[src/pip_pkg.sv]
package pip_pkg;

    localparam int MAX_VERTICES_DEF = 64;
    localparam int COORD_WIDTH_DEF  = 16;
    localparam int MIN_POLY_VERTICES = 2;

    localparam logic [1:0] OP_CLEAR  = 2'd0;
    localparam logic [1:0] OP_APPEND = 2'd1;
    localparam logic [1:0] OP_QUERY  = 2'd2;

    typedef struct packed {
        logic valid;
        logic last;
    } edge_ctl_t;

    typedef struct packed {
        logic done;
        logic parity;
    } edge_res_t;

endpackage

[src/pip_edge_unit.sv]
module pip_edge_unit #(
    parameter int COORD_WIDTH = pip_pkg::COORD_WIDTH_DEF
) (
    input  logic                          clk,
    input  logic                          rst_n,
    input  logic                          clear,
    input  pip_pkg::edge_ctl_t            ctl,
    input  logic signed [COORD_WIDTH-1:0] x1,
    input  logic signed [COORD_WIDTH-1:0] y1,
    input  logic signed [COORD_WIDTH-1:0] x2,
    input  logic signed [COORD_WIDTH-1:0] y2,
    input  logic signed [COORD_WIDTH-1:0] px,
    input  logic signed [COORD_WIDTH-1:0] py,
    output pip_pkg::edge_res_t            res
);
    import pip_pkg::*;

    localparam int DW = COORD_WIDTH + 1;
    localparam int PW = 2 * DW;

    logic signed [DW-1:0] x1_ext, y1_ext, x2_ext, y2_ext, px_ext, py_ext;
    logic signed [DW-1:0] a_next, b_next, c_next, dy_next;
    logic                 act_next;

    edge_ctl_t            s1_ctl_reg;
    logic                 s1_act_reg;
    logic signed [DW-1:0] a_reg, b_reg, c_reg, dy_reg;

    edge_ctl_t            s2_ctl_reg;
    logic                 s2_act_reg;
    logic                 s2_neg_reg;
    logic signed [PW-1:0] l_reg, r_reg;

    logic                 hit;
    logic                 parity_reg;
    logic                 done_reg;

    assign x1_ext = $signed({x1[COORD_WIDTH-1], x1});
    assign y1_ext = $signed({y1[COORD_WIDTH-1], y1});
    assign x2_ext = $signed({x2[COORD_WIDTH-1], x2});
    assign y2_ext = $signed({y2[COORD_WIDTH-1], y2});
    assign px_ext = $signed({px[COORD_WIDTH-1], px});
    assign py_ext = $signed({py[COORD_WIDTH-1], py});

    assign a_next  = py_ext - y1_ext;
    assign b_next  = x2_ext - x1_ext;
    assign c_next  = px_ext - x1_ext;
    assign dy_next = y2_ext - y1_ext;
    // edge straddles the horizontal line through the point
    assign act_next = (y1 > py) != (y2 > py);

    always_ff @(posedge clk or negedge rst_n)
    begin
        if (!rst_n)
        begin
            s1_ctl_reg <= '0;
            s2_ctl_reg <= '0;
            s1_act_reg <= 1'b0;
            s2_act_reg <= 1'b0;
            parity_reg <= 1'b0;
            done_reg   <= 1'b0;
        end
        else
        begin
            s1_ctl_reg <= ctl;
            s1_act_reg <= ctl.valid & act_next;
            s2_ctl_reg <= s1_ctl_reg;
            s2_act_reg <= s1_act_reg;
            done_reg   <= s2_ctl_reg.valid & s2_ctl_reg.last;
            if (clear)
            begin
                parity_reg <= 1'b0;
            end
            else
            begin
                parity_reg <= parity_reg ^ hit;
            end
        end
    end

    always_ff @(posedge clk)
    begin
        a_reg      <= a_next;
        b_reg      <= b_next;
        c_reg      <= c_next;
        dy_reg     <= dy_next;
        l_reg      <= a_reg * b_reg;
        r_reg      <= c_reg * dy_reg;
        s2_neg_reg <= dy_reg[DW-1];
    end

    // crossing left of the point, sign of dy folded into the compare direction
    assign hit = s2_act_reg & (s2_neg_reg ? (l_reg > r_reg) : (l_reg < r_reg));

    assign res.done   = done_reg;
    assign res.parity = parity_reg;
endmodule

[config.mk]
export PLATFORM = sky130hd
export DESIGN_NAME = pip_edge_unit
export DESIGN_NICKNAME = d
export VERILOG_FILES = /design/src/pip_pkg.sv /design/src/pip_edge_unit.sv
export SDC_FILE = /design/constraint.sdc
export NUM_CORES = 2
export LEC_CHECK = 0
export ABC_AREA = 0
export CAP_MARGIN = 5
export CORE_MARGIN = 1.5
export CORE_UTILIZATION = 52
export CTS_BUF_LIST = sky130_fd_sc_hd__clkbuf_4 sky130_fd_sc_hd__clkbuf_8
export CTS_CLUSTER_DIAMETER = 40
export DETAILED_ROUTE_END_ITERATION = 8
export DONT_BUFFER_PORTS = 1
export PLACE_DENSITY = 0.73
export SLEW_MARGIN = 0
export SYNTH_ARGS = -nofsm -noshare
export SYNTH_HDL_FRONTEND = slang
export SYNTH_SLANG_ARGS = --single-unit
export TNS_END_PERCENT = 10
[constraint.sdc]
create_clock -name clk -period 5.8 [get_ports clk]
set_clock_uncertainty 0.15 [all_clocks]
set_input_delay 0.29 -clock clk [delete_from_list [all_inputs] [get_ports clk]]
set_output_delay 0.29 -clock clk [all_outputs]
set_load 0.02 [all_outputs]
==> key figures <==
Layout
  • Final nets: 4394
  • Layout cells sized above 1: 0.145
  • Post-Layout Cell Count: 4174
  • Fin area: 0.0336 mm2
  • Area grow syn2layout: 16.1%

Critical path
  • Worst path buffer plus inverter count: 7
  • Reg2reg path depth: 23
  • Crit path kind: register to register
  • Crit path capture type: register
  • Cell mode on critical path: fa_1
  • RR Endpoint: r_reg[32]
  • Slowest CP cell: fa_1
  • Worst path required time: 6.11 ns
  • Worst path depth: 23
  • Critical Path Start: dy_reg[13]
  • Max incr delay on CP: 0.55 ns
  • Worst R2R Setup Slack: -0.18 ns
  • Reg-to-Reg Start: dy_reg[13]
  • Worst Path Arrival: 6.29 ns
  • Crit path cell chain: buf_12 > and2_4 > fa_1 > inv_2 > fa_1 > inv_2 > fa_1 > fa_2 > fa_1 > inv_1 > fa_1 > inv_2 > ha_4 > nand4_1 > nor3_2 > buf_4 > o211ai_1 > buf_4 > a21oi_4 > a211oi_2 > o211ai_1 > or4b_1 > nand3_1
  • Critical path startpoint category: register
  • Worst Path Max Fanout: 5
  • CP delay by family, top: adder cells
  • Worst Setup EP: r_reg[32]

Yosys
  • Most common cell in the synthesized netlist: inv_1
  • Share of the synthesized area in the top cell type: 0.412
  • Syn_nets: 4104
  • Synth Area in Compound Gates: 0.0734
  • Synthesis-stage register bit count: 145
  • Synth cell types: 70
  • Syn Inst Count: 3122
  • Post-synth EDFFs: 0
  • Fraction of registers with async set/reset: 0.0552
  • Synth Area in Simple Gates: 0.152
  • Sequential element share of the synthesized area: 0.102
  • Post-synthesis mux area share: 0.00143
  • Most frequent cells after synthesis: inv_1 (713), fa_1 (596), nand2_1 (307)
  • Synth Area in XOR/XNOR: 0.0324
  • Cell Area, Synth: 0.0289 mm2
  • Post-Synth Adder-Cell Area: 0.536
  • Synth top area cells: fa_1 (41%), ha_1 (12%), dfxtp_1 (9.5%)
  • Area leader, netlist: fa_1
  • Main flop type after synthesis: dfxtp_1
  • Syn avg cell area: 9.27 um2
  • Total number of yosys warnings: 0
  • Largest family of logic cells by synthesized area: adder cells

Place
  • DP Wirelength: 61300 um
  • Placer Congestion: 0.942
  • Pre-CTS setup slack: -0.436 ns
  • Post-Place Cells: 4071
  • Post-DP Area: 0.0320 mm2
  • PortBufs: 0

Route
  • TritonRoute pass-1 iters: 6
  • Vias/cell: 5.27
  • Total wire length after detailed routing: 72700 um
  • Remaining DRCs: 0
  • Initial DRC Count: 1136
  • Wire length per cell: 17.4 um
  • Post-route ant nets: 0
  • Via count: 22011

Clock network
  • CTS buffer count: 17
  • Clk Latency, worst-skew pair: 0.51 ns
  • CTS clock-pin slew for the worst setup and hold paths: 0.10 ns
  • H-tree depth: 4
  • Root buf cell: clkbuf_8
  • Maximum buffer depth of the clock tree: 2
  • CTS Sinks: 145
  • CTS tree: done

Timing
  • Period minus WS final: 5.98 ns
  • Worst slew pin tran: 0.827 ns
  • Setup violators final: 11
  • Hold Vio Cnt, Final: 0
  • Fmax achieved: 167 MHz
  • Final Cycle Share: 1.03
  • Relative slew margins: 0.441
  • RSZ-0062 raised after global routing: true
  • Max Transition Viols Final: 0
  • Final worst setup slack: -0.183 ns

Floorplan
  • # IOs: 103
  • Die area: 0.0571 mm2
  • Die height: 239 um
  • Row count: 86
  • Core Area: 0.0551 mm2
  • Effective utilization at floorplan: 0.525
  • Die X: 239 um

Global route
  • Congestion Overflow GR: 0
  • Vias in the first global route: 23756
  • Largest net degree at the start of global routing: 18
  • First-pass GRT wire length: 120000 um
  • Gr usage total: 0.270
  • Antenna violations before repair: 2

Run status
  • Status: finished with violations
  • Failing checks: negative setup slack

Job
  • Max cap viols: 0

Hold path
  • Hold Crit Class: input port to register
  • Worst Hold Depth: 2
-- metal layers --
layer | wire length [um] | GRT usage | part of all wire | vias up
met3 | 4750 | 0.0536 | 0.065 | 167
met1 | 29700 | 0.344 | 0.41 | 11102
met5 | 13 | 0 | 0.00018 | -
li1 | - | - | - | 10112
met2 | 35800 | 0.461 | 0.49 | 628
met4 | 2480 | 0.0848 | 0.034 | 2
-- kinds of logic after synthesis --
group                    Yosys count
multiplexers                       4
XOR/XNOR                         107
adder cells (fa/ha/maj)          881
AND/OR/NAND/NOR                  871
flip-flops                       145
AO/OA/AOI/OAI                    318
buffers and inverters            796
-- per-stage QoR --
step | TNS [ns] | utilization | hold WS [ns]
final | -1.08 | 0.610 | 0.0254
after global routing | -4.38 | 0.610 | 0.00578
after global placement | -3.55 | 0.581 | -0.155
after detailed placement | -4.67 | 0.581 | -0.155
after floorplan | -0.0227 | - | -0.156
after CTS | -1.40 | 0.602 | 0.00123
-- cells in the final DEF (no fill, tap or decap), types with 9 or more instances in the layout --
cell type | synthesis | routed
o21ai_0 | 48 | 40
and2_4 | 0 | 9
and2_1 | 296 | 287
a21oi_1 | 92 | 82
xnor2_1 | 89 | 89
fa_2 | 0 | 18
o21a_1 | 23 | 23
dfxtp_4 | 0 | 26
nand3_1 | 31 | 26
ha_4 | 0 | 14
inv_1 | 713 | 706
clkbuf_8 | 0 | 18
nor2_1 | 94 | 93
o21bai_1 | 10 | 9
fa_1 | 596 | 578
nor3_1 | 37 | 36
buf_4 | 2 | 277
nand2_1 | 307 | 304
nand4_1 | 16 | 16
dfxtp_2 | 0 | 27
a211oi_1 | 11 | 10
dlygate4sd3_1 | 0 | 49
nand2b_1 | 19 | 19
xor2_1 | 18 | 18
ha_1 | 285 | 266
nor2b_1 | 27 | 26
dfxtp_1 | 137 | 84
o21ai_1 | 10 | 12
buf_12 | 0 | 16
buf_6 | 0 | 9
or3_1 | 16 | 15
a21o_1 | 38 | 38
-- timing repair --
item	in CTS	in global routing
gates cloned	0	1
gates resized for setup	95	89
pin swaps	38	49
setup buffers	14	12
setup endpoints to repair	27	32
hold endpoints to repair	53	1
hold buffers	48	1
-- worst min-delay path by stage --
| stage | from | slack [ns] | endpoint |
|---|---|---|---|
| 3_3_place_gp | rst_n | -0.16 | s1_ctl_reg[0] |
| 4_1_cts | x2[14] | 0.001 | b_reg[16] |
| 3_5_place_dp | rst_n | -0.16 | s1_ctl_reg[1] |
| 2_1_floorplan | rst_n | -0.16 | done_reg |
| 5_1_grt | x2[9] | 0.006 | b_reg[9] |
| 6_report | x2[9] | 0.03 | b_reg[9] |
-- worst reg2reg max path: stages, from the launching register on --
cell	delay (ns)
dfxtp_4	0.36
buf_12	0.13
and2_4	0.14
fa_1	0.50
inv_2	0.05
fa_1	0.55
inv_2	0.04
fa_1	0.53
fa_2	0.44
fa_1	0.52
inv_1	0.05
fa_1	0.50
inv_2	0.05
ha_4	0.22
nand4_1	0.15
nor3_2	0.07
buf_4	0.14
o211ai_1	0.08
buf_4	0.17
a21oi_4	0.06
a211oi_2	0.28
o211ai_1	0.15
or4b_1	0.52
nand3_1	0.10
-- area by class of cell --
cell class / count / area [um2]
antenna: 1 / 2.50
fill: 4634 / 21500
inverter: 713 / 2680
clock buffer: 21 / 270
tap: 748 / 936
timing repair buffer: 354 / 3040
multi-input combinational: 2181 / 23500
clock inverter: 11 / 103
sequential: 145 / 3070
Power is left out: the tool's default activity adds up to more than one toggle a clock period on the data nets, which glitch-free logic cannot reach.
